[src/hw/rtl/bst_pkg.sv]
`timescale 1ns / 1ps
`default_nettype none
// ----------------------------------------------------------------------------
// Byte stream tokenizer package
// Word types, token kinds, character classes and control/status structs
// shared by the controller, the datapath and the top level.
// ----------------------------------------------------------------------------
package bst_pkg;

  // Token kinds.
  localparam logic [3:0] K_EOF     = 4'd0;
  localparam logic [3:0] K_INT     = 4'd1;
  localparam logic [3:0] K_PRINT   = 4'd2;
  localparam logic [3:0] K_IDENT   = 4'd3;
  localparam logic [3:0] K_NUMBER  = 4'd4;
  localparam logic [3:0] K_ASSIGN  = 4'd5;
  localparam logic [3:0] K_PLUS    = 4'd6;
  localparam logic [3:0] K_MINUS   = 4'd7;
  localparam logic [3:0] K_MUL     = 4'd8;
  localparam logic [3:0] K_DIV     = 4'd9;
  localparam logic [3:0] K_LPAREN  = 4'd10;
  localparam logic [3:0] K_RPAREN  = 4'd11;
  localparam logic [3:0] K_SEMI    = 4'd12;
  localparam logic [3:0] K_UNKNOWN = 4'd13;

  // Character classes.
  localparam logic [2:0] CL_SPACE  = 3'd0;
  localparam logic [2:0] CL_LETTER = 3'd1;
  localparam logic [2:0] CL_DIGIT  = 3'd2;
  localparam logic [2:0] CL_LT     = 3'd3;
  localparam logic [2:0] CL_OP     = 3'd4;
  localparam logic [2:0] CL_OTHER  = 3'd5;

  // Sources of the text byte of a result.
  localparam logic [2:0] TXT_NONE  = 3'd0;
  localparam logic [2:0] TXT_MEM   = 3'd1;
  localparam logic [2:0] TXT_HOLD  = 3'd2;
  localparam logic [2:0] TXT_LT    = 3'd3;
  localparam logic [2:0] TXT_MINUS = 3'd4;

  // Characters.
  localparam logic [7:0] CH_TAB    = 8'h09;
  localparam logic [7:0] CH_CR     = 8'h0D;
  localparam logic [7:0] CH_SPACE  = 8'h20;
  localparam logic [7:0] CH_LPAREN = 8'h28;
  localparam logic [7:0] CH_RPAREN = 8'h29;
  localparam logic [7:0] CH_STAR   = 8'h2A;
  localparam logic [7:0] CH_PLUS   = 8'h2B;
  localparam logic [7:0] CH_MINUS  = 8'h2D;
  localparam logic [7:0] CH_SLASH  = 8'h2F;
  localparam logic [7:0] CH_ZERO   = 8'h30;
  localparam logic [7:0] CH_NINE   = 8'h39;
  localparam logic [7:0] CH_SEMI   = 8'h3B;
  localparam logic [7:0] CH_LT     = 8'h3C;
  localparam logic [7:0] CH_UP_A   = 8'h41;
  localparam logic [7:0] CH_UP_Z   = 8'h5A;
  localparam logic [7:0] CH_LO_A   = 8'h61;
  localparam logic [7:0] CH_LO_Z   = 8'h7A;

  // Keyword spellings, padded with zero.
  localparam logic [7:0] KW_INT   [0:3] = '{8'h69, 8'h6E, 8'h74, 8'h00};
  localparam logic [7:0] KW_PRINT [0:7] = '{8'h70, 8'h72, 8'h69, 8'h6E,
                                            8'h74, 8'h00, 8'h00, 8'h00};

  typedef struct packed {
    logic       action;
    logic [7:0] char_byte;
  } in_word_t;

  typedef struct packed {
    logic [3:0] kind;
    logic [7:0] text_byte;
    logic [5:0] text_len;
    logic       truncated;
    logic       token_end;
    logic       run_end;
  } out_word_t;

  typedef struct packed {
    logic       hold_load;
    logic       use_hold;
    logic       st_first;
    logic       st_next;
    logic       st_hold;
    logic       run_clr;
    logic       idx_clr;
    logic       idx_inc;
    logic       num_mode;
    logic       out_load;
    logic [3:0] out_kind;
    logic [2:0] out_txt;
    logic       out_run_len;
    logic [1:0] out_len;
    logic       token_end;
    logic       run_end;
  } bst_cmd_t;

  typedef struct packed {
    logic [2:0] cls;
    logic [3:0] op_kind;
    logic [3:0] run_kind;
    logic       last_byte;
    logic       out_free;
  } bst_stat_t;

  function automatic logic [2:0] char_class(input logic [7:0] c);
    logic [2:0] cls;
    cls = CL_OTHER;
    if (c == CH_SPACE || (c >= CH_TAB && c <= CH_CR)) begin
      cls = CL_SPACE;
    end else if ((c >= CH_LO_A && c <= CH_LO_Z) || (c >= CH_UP_A && c <= CH_UP_Z)) begin
      cls = CL_LETTER;
    end else if (c >= CH_ZERO && c <= CH_NINE) begin
      cls = CL_DIGIT;
    end else if (c == CH_LT) begin
      cls = CL_LT;
    end else if (c == CH_PLUS || c == CH_MINUS || c == CH_STAR || c == CH_SLASH ||
                 c == CH_LPAREN || c == CH_RPAREN || c == CH_SEMI) begin
      cls = CL_OP;
    end
    return cls;
  endfunction

  function automatic logic [3:0] op_kind_of(input logic [7:0] c);
    logic [3:0] k;
    case (c)
      CH_PLUS:   k = K_PLUS;
      CH_MINUS:  k = K_MINUS;
      CH_STAR:   k = K_MUL;
      CH_SLASH:  k = K_DIV;
      CH_LPAREN: k = K_LPAREN;
      CH_RPAREN: k = K_RPAREN;
      CH_SEMI:   k = K_SEMI;
      default:   k = K_UNKNOWN;
    endcase
    return k;
  endfunction

endpackage
`default_nettype wire

[src/hw/rtl/bst_datapath.sv]
`timescale 1ns / 1ps
`default_nettype none
// ----------------------------------------------------------------------------
// Byte stream tokenizer datapath
// Text store, fill count, keyword trackers, replay index and the output
// register.
// ----------------------------------------------------------------------------
module bst_datapath #(
  parameter int MAX_TEXT = 32
) (
  input  wire logic              clk,
  input  wire logic              rst_n,
  input  wire logic [7:0]        in_byte,
  input  wire bst_pkg::bst_cmd_t cmd,
  input  wire logic              out_ready,
  output bst_pkg::bst_stat_t     stat,
  output logic                   out_valid,
  output bst_pkg::out_word_t     out_data
);
  import bst_pkg::*;

  localparam int AW = $clog2(MAX_TEXT);
  localparam int CW = $clog2(MAX_TEXT + 1);
  localparam logic [CW-1:0] MAX_CNT = CW'(MAX_TEXT);

  logic [7:0]    mem [MAX_TEXT];
  logic [7:0]    rdata_r;
  logic [7:0]    hold_r;
  logic [CW-1:0] count_r, count_nxt;
  logic [CW-1:0] idx_r, idx_nxt;
  logic          ovf_r, ovf_nxt;
  logic          int_ok_r, int_ok_nxt;
  logic          prt_ok_r, prt_ok_nxt;
  logic          out_valid_r, out_valid_nxt;
  out_word_t     out_r, out_nxt;
  logic [7:0]    cur_byte;
  logic [7:0]    wr_byte;
  logic [CW-1:0] wr_pos;
  logic          wr_en;
  logic [AW-1:0] rd_addr;
  logic          int_hit, prt_hit;
  logic [CW+5:0] len_ext;

  // Text store, fill count and keyword match tracking.
  always_comb begin
    cur_byte   = cmd.use_hold ? hold_r : in_byte;
    wr_byte    = cmd.st_hold ? hold_r : in_byte;
    wr_pos     = cmd.st_first ? '0 : count_r;
    int_hit    = (wr_pos < CW'(3)) ? (wr_byte == KW_INT[wr_pos[1:0]]) : 1'b1;
    prt_hit    = (wr_pos < CW'(5)) ? (wr_byte == KW_PRINT[wr_pos[2:0]]) : 1'b1;
    count_nxt  = count_r;
    ovf_nxt    = ovf_r;
    int_ok_nxt = int_ok_r;
    prt_ok_nxt = prt_ok_r;
    wr_en      = 1'b0;
    if (cmd.run_clr) begin
      count_nxt = '0;
      ovf_nxt   = 1'b0;
    end
    if (cmd.st_first || cmd.st_next) begin
      if (wr_pos < MAX_CNT) begin
        wr_en      = 1'b1;
        count_nxt  = wr_pos + CW'(1);
        int_ok_nxt = (cmd.st_first | int_ok_r) & int_hit;
        prt_ok_nxt = (cmd.st_first | prt_ok_r) & prt_hit;
      end else begin
        ovf_nxt = 1'b1;
      end
      if (cmd.st_first) begin
        ovf_nxt = 1'b0;
      end
    end
  end

  // Replay index; the read address follows the next index, or is zero once that index reaches the store size.
  always_comb begin
    if (cmd.idx_clr) begin
      idx_nxt = '0;
    end else if (cmd.idx_inc) begin
      idx_nxt = idx_r + CW'(1);
    end else begin
      idx_nxt = idx_r;
    end
    rd_addr = (idx_nxt < MAX_CNT) ? idx_nxt[AW-1:0] : '0;
  end

  // Status toward the controller.
  always_comb begin
    stat.cls       = char_class(cur_byte);
    stat.op_kind   = op_kind_of(cur_byte);
    stat.last_byte = (idx_r + CW'(1)) == count_r;
    stat.out_free  = !out_valid_r || out_ready;
    if (cmd.num_mode) begin
      stat.run_kind = K_NUMBER;
    end else if (!ovf_r && count_r == CW'(3) && int_ok_r) begin
      stat.run_kind = K_INT;
    end else if (!ovf_r && count_r == CW'(5) && prt_ok_r) begin
      stat.run_kind = K_PRINT;
    end else begin
      stat.run_kind = K_IDENT;
    end
  end

  // Output register.
  always_comb begin
    len_ext            = {6'd0, count_r};
    out_nxt            = out_r;
    out_valid_nxt      = out_ready ? 1'b0 : out_valid_r;
    if (cmd.out_load) begin
      out_valid_nxt     = 1'b1;
      out_nxt.kind      = cmd.out_kind;
      out_nxt.text_len  = cmd.out_run_len ? len_ext[5:0] : {4'd0, cmd.out_len};
      out_nxt.truncated = cmd.out_run_len & ovf_r;
      out_nxt.token_end = cmd.token_end;
      out_nxt.run_end   = cmd.run_end;
      unique case (cmd.out_txt)
        TXT_MEM:   out_nxt.text_byte = rdata_r;
        TXT_HOLD:  out_nxt.text_byte = hold_r;
        TXT_LT:    out_nxt.text_byte = CH_LT;
        TXT_MINUS: out_nxt.text_byte = CH_MINUS;
        default:   out_nxt.text_byte = 8'd0;
      endcase
    end
  end

  always_ff @(posedge clk) begin
    if (wr_en) begin
      mem[wr_pos[AW-1:0]] <= wr_byte;
    end
    rdata_r <= mem[rd_addr];
  end

  always_ff @(posedge clk) begin
    if (!rst_n) begin
      count_r     <= '0;
      ovf_r       <= 1'b0;
      idx_r       <= '0;
      out_valid_r <= 1'b0;
    end else begin
      count_r     <= count_nxt;
      ovf_r       <= ovf_nxt;
      idx_r       <= idx_nxt;
      out_valid_r <= out_valid_nxt;
    end
  end

  always_ff @(posedge clk) begin
    if (cmd.hold_load) begin
      hold_r <= in_byte;
    end
    int_ok_r <= int_ok_nxt;
    prt_ok_r <= prt_ok_nxt;
    out_r    <= out_nxt;
  end

  assign out_valid = out_valid_r;
  assign out_data  = out_r;

endmodule
`default_nettype wire

[src/hw/rtl/bst_ctrl.sv]
`timescale 1ns / 1ps
`default_nettype none
// ----------------------------------------------------------------------------
// Byte stream tokenizer controller
// Scan mode and sequencing state machine that drives the datapath.
// ----------------------------------------------------------------------------
module bst_ctrl (
  input  wire logic               clk,
  input  wire logic               rst_n,
  input  wire logic               in_valid,
  input  wire logic               in_action,
  input  wire bst_pkg::bst_stat_t stat,
  output logic                    in_ready,
  output bst_pkg::bst_cmd_t       cmd
);
  import bst_pkg::*;

  localparam logic [3:0] S_WAIT   = 4'd0;
  localparam logic [3:0] S_PREP   = 4'd1;
  localparam logic [3:0] S_REPLAY = 4'd2;
  localparam logic [3:0] S_POST   = 4'd3;
  localparam logic [3:0] S_OP     = 4'd4;
  localparam logic [3:0] S_UNK    = 4'd5;
  localparam logic [3:0] S_ASG0   = 4'd6;
  localparam logic [3:0] S_ASG1   = 4'd7;
  localparam logic [3:0] S_EOF    = 4'd8;

  localparam logic [1:0] MODE_IDLE = 2'd0;
  localparam logic [1:0] MODE_WORD = 2'd1;
  localparam logic [1:0] MODE_NUM  = 2'd2;
  localparam logic [1:0] MODE_LT   = 2'd3;

  logic [3:0] state_r, state_nxt;
  logic [1:0] mode_r, mode_nxt;
  logic       pend_eof_r, pend_eof_nxt;
  logic       post_emits_r, post_emits_nxt;
  logic       in_fire;
  logic       dispatch;
  logic       flush_emits;

  always_comb begin
    cmd            = '0;
    state_nxt      = state_r;
    mode_nxt       = mode_r;
    pend_eof_nxt   = pend_eof_r;
    post_emits_nxt = post_emits_r;
    in_ready       = (state_r == S_WAIT);
    in_fire        = in_ready && in_valid;
    cmd.hold_load  = in_fire;
    cmd.use_hold   = (state_r != S_WAIT);
    cmd.num_mode   = (mode_r == MODE_NUM);
    dispatch       = (state_r == S_POST) ||
                     (in_fire && !in_action && mode_r == MODE_IDLE);
    // The byte that ends a run yields a token of its own only when it is an
    // operator or an unknown byte.
    flush_emits    = (stat.cls == CL_OP) || (stat.cls == CL_OTHER);

    unique case (state_r)
      S_WAIT: begin
        if (in_fire) begin
          pend_eof_nxt = in_action;
          if (in_action) begin
            post_emits_nxt = 1'b1;
            // An open run keeps its mode until its replay ends, so that a
            // number is still reported as a number.
            unique case (mode_r)
              MODE_WORD, MODE_NUM: state_nxt = S_PREP;
              MODE_LT: begin
                mode_nxt  = MODE_IDLE;
                state_nxt = S_UNK;
              end
              default: begin
                mode_nxt  = MODE_IDLE;
                state_nxt = S_EOF;
              end
            endcase
          end else begin
            unique case (mode_r)
              MODE_LT: begin
                mode_nxt = MODE_IDLE;
                if (stat.cls == CL_OP && stat.op_kind == K_MINUS) begin
                  state_nxt = S_ASG0;
                end else begin
                  state_nxt = S_UNK;
                end
              end
              MODE_WORD: begin
                if (stat.cls == CL_LETTER || stat.cls == CL_DIGIT) begin
                  cmd.st_next = 1'b1;
                end else begin
                  state_nxt      = S_PREP;
                  post_emits_nxt = flush_emits;
                end
              end
              MODE_NUM: begin
                if (stat.cls == CL_DIGIT) begin
                  cmd.st_next = 1'b1;
                end else begin
                  state_nxt      = S_PREP;
                  post_emits_nxt = flush_emits;
                end
              end
              default: begin
              end
            endcase
          end
        end
      end
      S_PREP: begin
        cmd.idx_clr = 1'b1;
        state_nxt   = S_REPLAY;
      end
      S_REPLAY: begin
        cmd.out_kind    = stat.run_kind;
        cmd.out_txt     = TXT_MEM;
        cmd.out_run_len = 1'b1;
        cmd.token_end   = stat.last_byte;
        cmd.run_end     = stat.last_byte && !post_emits_r;
        if (stat.out_free) begin
          cmd.out_load = 1'b1;
          cmd.idx_inc  = 1'b1;
          if (stat.last_byte) begin
            cmd.run_clr = 1'b1;
            mode_nxt    = MODE_IDLE;
            state_nxt   = pend_eof_r ? S_EOF : S_POST;
          end
        end
      end
      S_POST: begin
        state_nxt = S_WAIT;
      end
      S_OP: begin
        cmd.out_kind  = stat.op_kind;
        cmd.out_txt   = TXT_HOLD;
        cmd.out_len   = 2'd1;
        cmd.token_end = 1'b1;
        cmd.run_end   = 1'b1;
        if (stat.out_free) begin
          cmd.out_load = 1'b1;
          state_nxt    = S_WAIT;
        end
      end
      S_UNK: begin
        cmd.out_kind  = K_UNKNOWN;
        cmd.out_txt   = TXT_NONE;
        cmd.token_end = 1'b1;
        cmd.run_end   = !pend_eof_r;
        if (stat.out_free) begin
          cmd.out_load = 1'b1;
          state_nxt    = pend_eof_r ? S_EOF : S_WAIT;
        end
      end
      S_ASG0: begin
        cmd.out_kind = K_ASSIGN;
        cmd.out_txt  = TXT_LT;
        cmd.out_len  = 2'd2;
        if (stat.out_free) begin
          cmd.out_load = 1'b1;
          state_nxt    = S_ASG1;
        end
      end
      S_ASG1: begin
        cmd.out_kind  = K_ASSIGN;
        cmd.out_txt   = TXT_MINUS;
        cmd.out_len   = 2'd2;
        cmd.token_end = 1'b1;
        cmd.run_end   = 1'b1;
        if (stat.out_free) begin
          cmd.out_load = 1'b1;
          state_nxt    = S_WAIT;
        end
      end
      S_EOF: begin
        cmd.out_kind  = K_EOF;
        cmd.out_txt   = TXT_NONE;
        cmd.token_end = 1'b1;
        cmd.run_end   = 1'b1;
        if (stat.out_free) begin
          cmd.out_load = 1'b1;
          state_nxt    = S_WAIT;
        end
      end
      default: begin
        state_nxt = S_WAIT;
      end
    endcase

    // A byte seen in idle mode, either fresh or the one that closed a run.
    if (dispatch) begin
      cmd.st_hold = (state_r == S_POST);
      unique case (stat.cls)
        CL_LETTER: begin
          cmd.st_first = 1'b1;
          mode_nxt     = MODE_WORD;
        end
        CL_DIGIT: begin
          cmd.st_first = 1'b1;
          mode_nxt     = MODE_NUM;
        end
        CL_LT:    mode_nxt  = MODE_LT;
        CL_OP:    state_nxt = S_OP;
        CL_OTHER: state_nxt = S_UNK;
        default: begin
        end
      endcase
    end
  end

  always_ff @(posedge clk) begin
    if (!rst_n) begin
      state_r      <= S_WAIT;
      mode_r       <= MODE_IDLE;
      pend_eof_r   <= 1'b0;
      post_emits_r <= 1'b0;
    end else begin
      state_r      <= state_nxt;
      mode_r       <= mode_nxt;
      pend_eof_r   <= pend_eof_nxt;
      post_emits_r <= post_emits_nxt;
    end
  end

endmodule
`default_nettype wire

[src/hw/rtl/byte_stream_tokenizer.sv]
`timescale 1ns / 1ps
`default_nettype none
// ----------------------------------------------------------------------------
// Byte stream tokenizer
// Turns a stream of source bytes into keyword, identifier, number,
// operator, assign, unknown and eof tokens, one word per token text byte.
// ----------------------------------------------------------------------------
// Usage: each input word carries one source byte, or an end-of-stream mark
// when action is set. Each output word carries one byte of token text with
// the token kind, the stored text length and the truncated flag; token_end
// marks the last word of a token and run_end the last word caused by one
// input word. Tokens with empty text (unknown, eof) take one output word.
// Timing: a byte that only extends a word or a number is stored as it is
// accepted. When a run closes, a read setup state is followed by the replay
// of the text store, one stored byte per cycle while the output is free,
// then a state in which the closing byte is handled again and one more if
// it starts a token of its own. Other tokens give one output word per cycle
// while the output is free, once the byte is accepted. The replay of the
// text store sets the rate over a whole stream.
// Stalls: results go out through an output register, so a held out_ready
// simply freezes the replay; nothing is dropped. in_ready stays low while
// the results of the previous word are still being produced.
// Reset: rst_n is synchronous and active low; it returns the scanner to
// idle with an empty text store and no output word pending.
module byte_stream_tokenizer #(
  parameter int MAX_TEXT = 32
) (
  input  wire logic               clk,
  input  wire logic               rst_n,
  input  wire logic               in_valid,
  output logic                    in_ready,
  input  wire bst_pkg::in_word_t  in_data,
  output logic                    out_valid,
  input  wire logic               out_ready,
  output bst_pkg::out_word_t      out_data
);
  import bst_pkg::*;

  bst_cmd_t  cmd;
  bst_stat_t stat;

  // The controller tracks the scan mode and sequences every token.
  bst_ctrl u_ctrl (
    .clk       (clk),
    .rst_n     (rst_n),
    .in_valid  (in_valid),
    .in_action (in_data.action),
    .stat      (stat),
    .in_ready  (in_ready),
    .cmd       (cmd)
  );

  // The datapath holds the text, classifies bytes and owns the output word.
  bst_datapath #(
    .MAX_TEXT (MAX_TEXT)
  ) u_dp (
    .clk       (clk),
    .rst_n     (rst_n),
    .in_byte   (in_data.char_byte),
    .cmd       (cmd),
    .out_ready (out_ready),
    .stat      (stat),
    .out_valid (out_valid),
    .out_data  (out_data)
  );

  // The last word of an input's results always closes a token.
  a_run_end_closes_token: assert property (@(posedge clk) disable iff (!rst_n)
    out_valid && out_data.run_end |-> out_data.token_end)
    else $error("run_end set on a word that does not end its token");

  // Tokens with empty text come as a single zero byte.
  a_empty_text_single: assert property (@(posedge clk) disable iff (!rst_n)
    out_valid && (out_data.kind == K_EOF || out_data.kind == K_UNKNOWN) |->
      out_data.text_len == 6'd0 && out_data.text_byte == 8'd0 && out_data.token_end)
    else $error("token with empty text is not a single zero word");

  // A cut token always reports a full text store.
  a_truncated_full: assert property (@(posedge clk) disable iff (!rst_n)
    out_valid && out_data.truncated |-> out_data.text_len == 6'(MAX_TEXT))
    else $error("truncated token without a full text length");

  // End of stream always produces results, so the input side must close.
  a_eof_blocks_input: assert property (@(posedge clk) disable iff (!rst_n)
    in_valid && in_ready && in_data.action |=> !in_ready)
    else $error("end of stream accepted without producing results");

endmodule
`default_nettype wire
[config.mk]
export PLATFORM = sky130hd
export DESIGN_NAME = byte_stream_tokenizer
export DESIGN_NICKNAME = d
export VERILOG_FILES = /design/src/hw/rtl/bst_pkg.sv /design/src/hw/rtl/bst_datapath.sv /design/src/hw/rtl/bst_ctrl.sv /design/src/hw/rtl/byte_stream_tokenizer.sv
export SDC_FILE = /design/constraint.sdc
export NUM_CORES = 1
export LEC_CHECK = 0
export BUFFER_PORTS_ARGS = -buffer_cell sky130_fd_sc_hd__buf_2
export CELL_PAD_IN_SITES_DETAIL_PLACEMENT = 0
export CELL_PAD_IN_SITES_GLOBAL_PLACEMENT = 1
export CORE_MARGIN = 2
export CORE_UTILIZATION = 53
export DETAILED_ROUTE_END_ITERATION = 10
export PLACE_DENSITY_LB_ADDON = 0.15
export SLEW_MARGIN = 20
export SYNTH_ARGS = -nofsm -noshare
export SYNTH_HDL_FRONTEND = slang
export SYNTH_SLANG_ARGS = --single-unit
[constraint.sdc]
create_clock -name clk -period 10.3 [get_ports clk]
set_clock_uncertainty 0.15 [all_clocks]
set_input_delay 0.515 -clock clk [delete_from_list [all_inputs] [get_ports clk]]
set_output_delay 0.515 -clock clk [all_outputs]
set_load 0.05 [all_outputs]
# == Word-level counts from Yosys, hierarchy flattened ==
# Memory sizes are Yosys's and may differ from the RTL's. A register that Yosys moved wholly into a read port is not among the register bits.
# Index checks and enable logic that the tools add are counted.
# word_totals
ramBits,256
wordCells,209
input_bits,13
mem_bits_ro,64
regBits,53
output_inout_bits,23
memories,2
# mem_list
name,words,word_bits,read_ports,rd_ports_with_merged_regs,write_ports,line_no,source
u_dp.mem,32,8,1,1,1,bst_datapath.sv:26,logic [7:0] mem [MAX_TEXT];
(no name shown),8,8,1,0,0,bst_datapath.sv:50,prt_hit = (wr_pos < CW'(5)) ? (wr_byte == KW_PRINT[wr_pos[2:0]]) : 1'b1;
# op_classes
reduce_logical,43
mux,86
bitwise_logic,7
order_cmp,14
n_eq_ne,37
addsub,2
# ops
op,count
$eq A8 B6 Y1 const B,9
$mux W4,14
$mux W8,6
$pmux W8 S6,1
$mux W6,6
$mux W1,32
$pmux W8 S4,1
$pmux W4 S7,1
$pmux W4 S6,1
$eq A4 B3 Y1 const B,5
$mux W2,9
$bmux W8 S2,1
$eq A8 B8 Y1,2
$ge A8 B7 Y1 const B,2
$le A8 B7 Y1 const B,2
$pmux W4 S2,2
$logic_and A1 B1 Y1,13
$logic_or A1 B1 Y1,13
$add A6 B1 Y6 const B,2
$eq A3 B2 Y1 const B,4
$lt A6 B6 Y1 const B,2
$mux W3,4
$pmux W2 S3,2
$pmux W4 S3,1
36 further kinds,54

# == Depth between registers and ports, before layout ==
# depth
word_depth,26
depth_mapped,19
ltp_nobuf,15

# == By module ==
# From an unflattened synthesis, not the netlist that was laid out.
# unflattened
cells_unflattened,1201
area_unflattened_um2,14427.6
# modules_own_cells
mod,cells_per_inst,seq_area_each_um2,area_per_inst_um2,n_inst
bst_datapath,1052,9058.7,13380.3,1
bst_ctrl,149,160.2,1047.3,1

# == Worst setup path after synthesis ==
# OpenSTA, ideal clock, no wires.
# synth_timing
kind,reg-to-reg
start,register u_ctrl.state_r[1]
end,memory u_dp.mem[18][0] (enable)
required_time_ps,9755
path_slack_ps,6135
t_arrival_ps,3621
setup_ps,395
stages_incl_launch_ff,16
path_buffers,5
period_less_slack_ps,4165
path_cell_list,dfxtp_1 buf_6 or4_4 buf_6 mux2i_2 a22oi_4 nand2b_4 and2_4 buf_6 buf_2 nand2_1 inv_1 ha_1 buf_1 nand2_1 nor4_1
# synth_between
elab_chain_len,25
elab_cells_between_ends,61
classes_between,order compare (9); eq/ne (12); mux (19); reduce/logical (21)
# synth_lines
item,line_no,source
from (decl),bst_ctrl.sv:33,"logic [3:0] state_r, state_nxt;"
from (signal assigned),bst_ctrl.sv:216,state_r <= state_nxt;
branches (longest 25 deep; another with $mux W8),-,
to (decl),bst_datapath.sv:26,
# Parallel ways; which one is timed is not known.

# == Final worst setup path ==
# layout_timing
start,register u_ctrl.state_r[1]
end,memory u_dp.mem[23][5] (enable)
# Same word-level chain as after synthesis.

==> summary.md <==
| Metric | Value |
|---|---|
| Largest area contributor in the netlist | edfxtp_1 |
| Slew @ Worst Pin | 1021 ps |
| PwrDens | 191.8 nW/um^2 |
| TritonCTS clock tree | done |
| Synth async-reset ratio | 0% |
| Die W | between 150 and 200 um |
| Post-DP Area | 15,160 um^2 |
| Clock Sinks | between 300 and 400 |
| Worst slew margin | 31.88% |
| Final WL | approximately 40,000 um |
| Post-CTS Setup Inserts | 0 |
| Cts hold-fix bufs | 0 |
| Post-CTS Resized | 0 |
| Die Area | between 20,000 and 30,000 um^2 |
| Post-Syn Instances | 1,241 |
| Crit path DAT | 4600 ps |
| Total gr overflow | 0 |
| CTS H-tree depth | 2 |
| Clock-pin slew on the worst setup and hold paths | 60 ps |
| Count of final setup violators | 0 |
| Routed len/inst | 23.84 um |
| First-pass GRT wire length | approximately 60,000 um |
| Crit path time final | 4622 ps |
| Fin crit share | ~45% |
| DRT antenna net count | 0 |
| # rows | between 60 and 70 |
| CP max stage delay | 920 ps |
| Mapped cell area | 14,730 um^2 |
| Gr usage total | a little over a quarter |
| RSZ-0062 raised after global routing | no |
| Status | completed |
| CP Launch Type | flop |
| CP Capture Type | flop |
| CTS Buffer Depth | 3 |
| Layout Utilization | approximately three fifths |
| Largest net degree at the start of global routing | 67 |
| HPWL after detailed placement | between 20,000 and 30,000 um |
| Ys flop type | edfxtp_1 |
| Ys Warns | 0 |
| Max Cap Viol | 0 |
| TNS Setup | 0 ps |
| Antenna violations before repair | 0 |
| Share of cells above drive strength 1 | 12.69% |
| Worst min path class | input pin to flop |
| Drt first-iter violations | about 1,200 |
| Die height | 170.7 um |
| Final Wtd Congestion | 0.8718 |
| FILL cells | about 2,200 |
| Area occupied by multi-input gates | 5085 um^2 |
| Initial DRT Pass Iterations | 5 |
| EDFF count, synth | between 200 and 300 |
| Storage element area | 9219 um^2 |
| Largest cells by area after synthesis | edfxtp_1, nand2_1, dfxtp_1, mux2i_1, nand3_1 |
| Syn Area/Cell | 11.87 um^2 |
| Max VDD drop | 145.8 uV |
| Final slew viol count | 0 |
| Synth top area share | 58.51% |
| Core Area | 27,550 um^2 |
| Via Count | 10,120 |
| Vias in the first global route | 9,539 |
| CTS Root Cell | clkbuf_16 |
| Initial Util | between 50% and 60% |
| Crit Path Max Fanout | 28 |
| Antenna fix cells | 0 |
| Critical path, cell by cell | or4_4, clkinv_4, a41oi_2, o21bai_1, o21bai_4, and2_4, nand2_1, inv_1, ha_1, nand2_1, nor2_1 |
| Syn Nets | 1,267 |
| Port bufs | 35 |
| Worst-skew pair later-pin latency | 520 ps |
| Final instance area | 16,330 um^2 |
| Worst Path Required | 10,280 ps |
| I/O pin count | 36 |
| Hold Violations, Final | 0 |
| Unique masters post-synth | 92 |
| Cts bufs inserted | 35 |
| Critical path's slowest cell | dfxtp_1 |
| DRC Markers | 0 |
| Kind of critical path | flop to flop |
| Pleak | 5.582 nW |
| Fmax | 0.2164 GHz |
| Layout net count | 1,268 |
| #FFs+latches synth | between 300 and 400 |
| Routed vias/inst | just over 6 |
| Worst path most repeated cell | nand2_1 |
| Area Overhead vs Synth | 10.89% |
| Post-synthesis sequential area ratio | between 60% and 70% |
==> sequential cells by signal, summed over array words and instances, names as in the netlist <==
| register | flops |
|---|---|
| u_ctrl.mode_r | 2 |
| u_ctrl.pend_eof_r | 1 |
| u_ctrl.post_emits_r | 1 |
| u_ctrl.state_r | 4 |
| u_dp.count_r | 6 |
| u_dp.hold_r | 8 |
| u_dp.idx_r | 6 |
| u_dp.int_ok_r | 1 |
| u_dp.mem | 256 |
| u_dp.out_data | 21 |
| u_dp.out_valid | 1 |
| u_dp.ovf_r | 1 |
| u_dp.prt_ok_r | 1 |
| u_dp.rdata_r | 8 |
==> cells in the mapped netlist, drive strengths merged (11+ instances only) <==
cell type / count
and3: 15
nand3: 59
nor2: 75
a31oi: 31
nor2b: 11
mux2: 13
clkbuf: 44
inv: 17
edfxtp: 287
nor4: 12
mux2i: 37
dfxtp: 30
a21oi: 48
buf: 46
o21ai: 43
nand2b: 15
a311oi: 12
nor3: 29
nand2: 195
a211oi: 24
and2: 19
ha: 13
==> worst paths after layout <==
path | from | end | slack, ps | cells after the start
min | in_data[7] | u_dp.hold_r[7]$_DFFE_PP_ | 100 | 1
min reg2reg | u_dp.ovf_r$_SDFF_PN0_ | u_dp.ovf_r$_SDFF_PN0_ | 400 | 2
max reg2reg | u_ctrl.state_r[1]$_SDFF_PN0_ | u_dp.mem[23][5]$_DFFE_PP_ | 5680 | 11
max | u_ctrl.state_r[1]$_SDFF_PN0_ | u_dp.mem[23][5]$_DFFE_PP_ | 5680 | 11
==> cell families after synthesis <==
logic type               synth area share (%)
AND/OR/NAND/NOR                         15.58
flip-flops                              62.59
multiplexers                            3.585
AO/OA/AOI/OAI                           12.41
adder cells (fa/ha/maj)                 1.104
XOR/XNOR                                1.334
buffers and inverters                   3.398
==> layout make-up <==
| type | count | share of cell area [%] |
|---|---|---|
| clock buffer | 45 | 5.853 |
| inverter | 20 | 0.4903 |
| tap | 378 | 2.896 |
| multi-input combinational | 814 | 31.13 |
| clock inverter | 19 | 1.241 |
| sequential | 317 | 56.44 |
| timing repair buffer | 54 | 1.946 |
==> critical path, delay by kind of cell, from the launching register on <==
kind,cells,cell delay (ps)
AO/OA/AOI/OAI,3,680
buffers and inverters,2,320
AND/OR/NAND/NOR,5,1820
adder cells (fa/ha/maj),1,350
flip-flops,1,920
==> placed cells by master (no fill, tap or decap), types with 12 or more instances in the layout <==
master,count
buf_2,35
a31oi_1,31
mux2i_1,35
nand3_1,59
a211oi_1,24
clkbuf_16,37
inv_1,16
dfxtp_1,30
edfxtp_1,287
a311oi_1,12
mux2_2,12
and2_1,17
nor2_1,74
nor3_1,23
and3_1,15
nand2_1,194
o21ai_0,38
nand2b_1,14
buf_4,19
ha_1,13
a21oi_1,46
==> metrics by stage <==
step	worst slack [ps]	total power [mW]	cells	hold WS [ps]
2_1_floorplan	6135	1.790	1241	330.5
3_3_place_gp	5830	1.900	1583	378.6
3_5_place_dp	5751	1.902	1583	379.0
4_1_cts	5740	3.141	1647	94.29
5_1_grt	5390	3.224	1647	105.0
6_report	5678	3.133	1647	102.6
==> where the power goes <==
group	switching [mW]	internal (mW)	total [mW]	leakage, nW
Sequential	0.0386	1.44	1.48	2.84
Clock	0.513	0.742	1.25	0.566
Combinational	0.284	0.113	0.397	2.18
Total	0.835	2.30	3.13	5.58
==> metal layers <==
| layer | wire length, um | up-vias | track usage [%] |
|---|---|---|---|
| met4 | 1249 | 0 | 9.439 |
| met1 | 17210 | 4968 | 38.70 |
| li1 | - | 4673 | - |
| met5 | 0 | - | 0 |
| met3 | 2788 | 80 | 4.788 |
| met2 | 18020 | 394 | 42.32 |
Power figures use the tool's default switching activity.
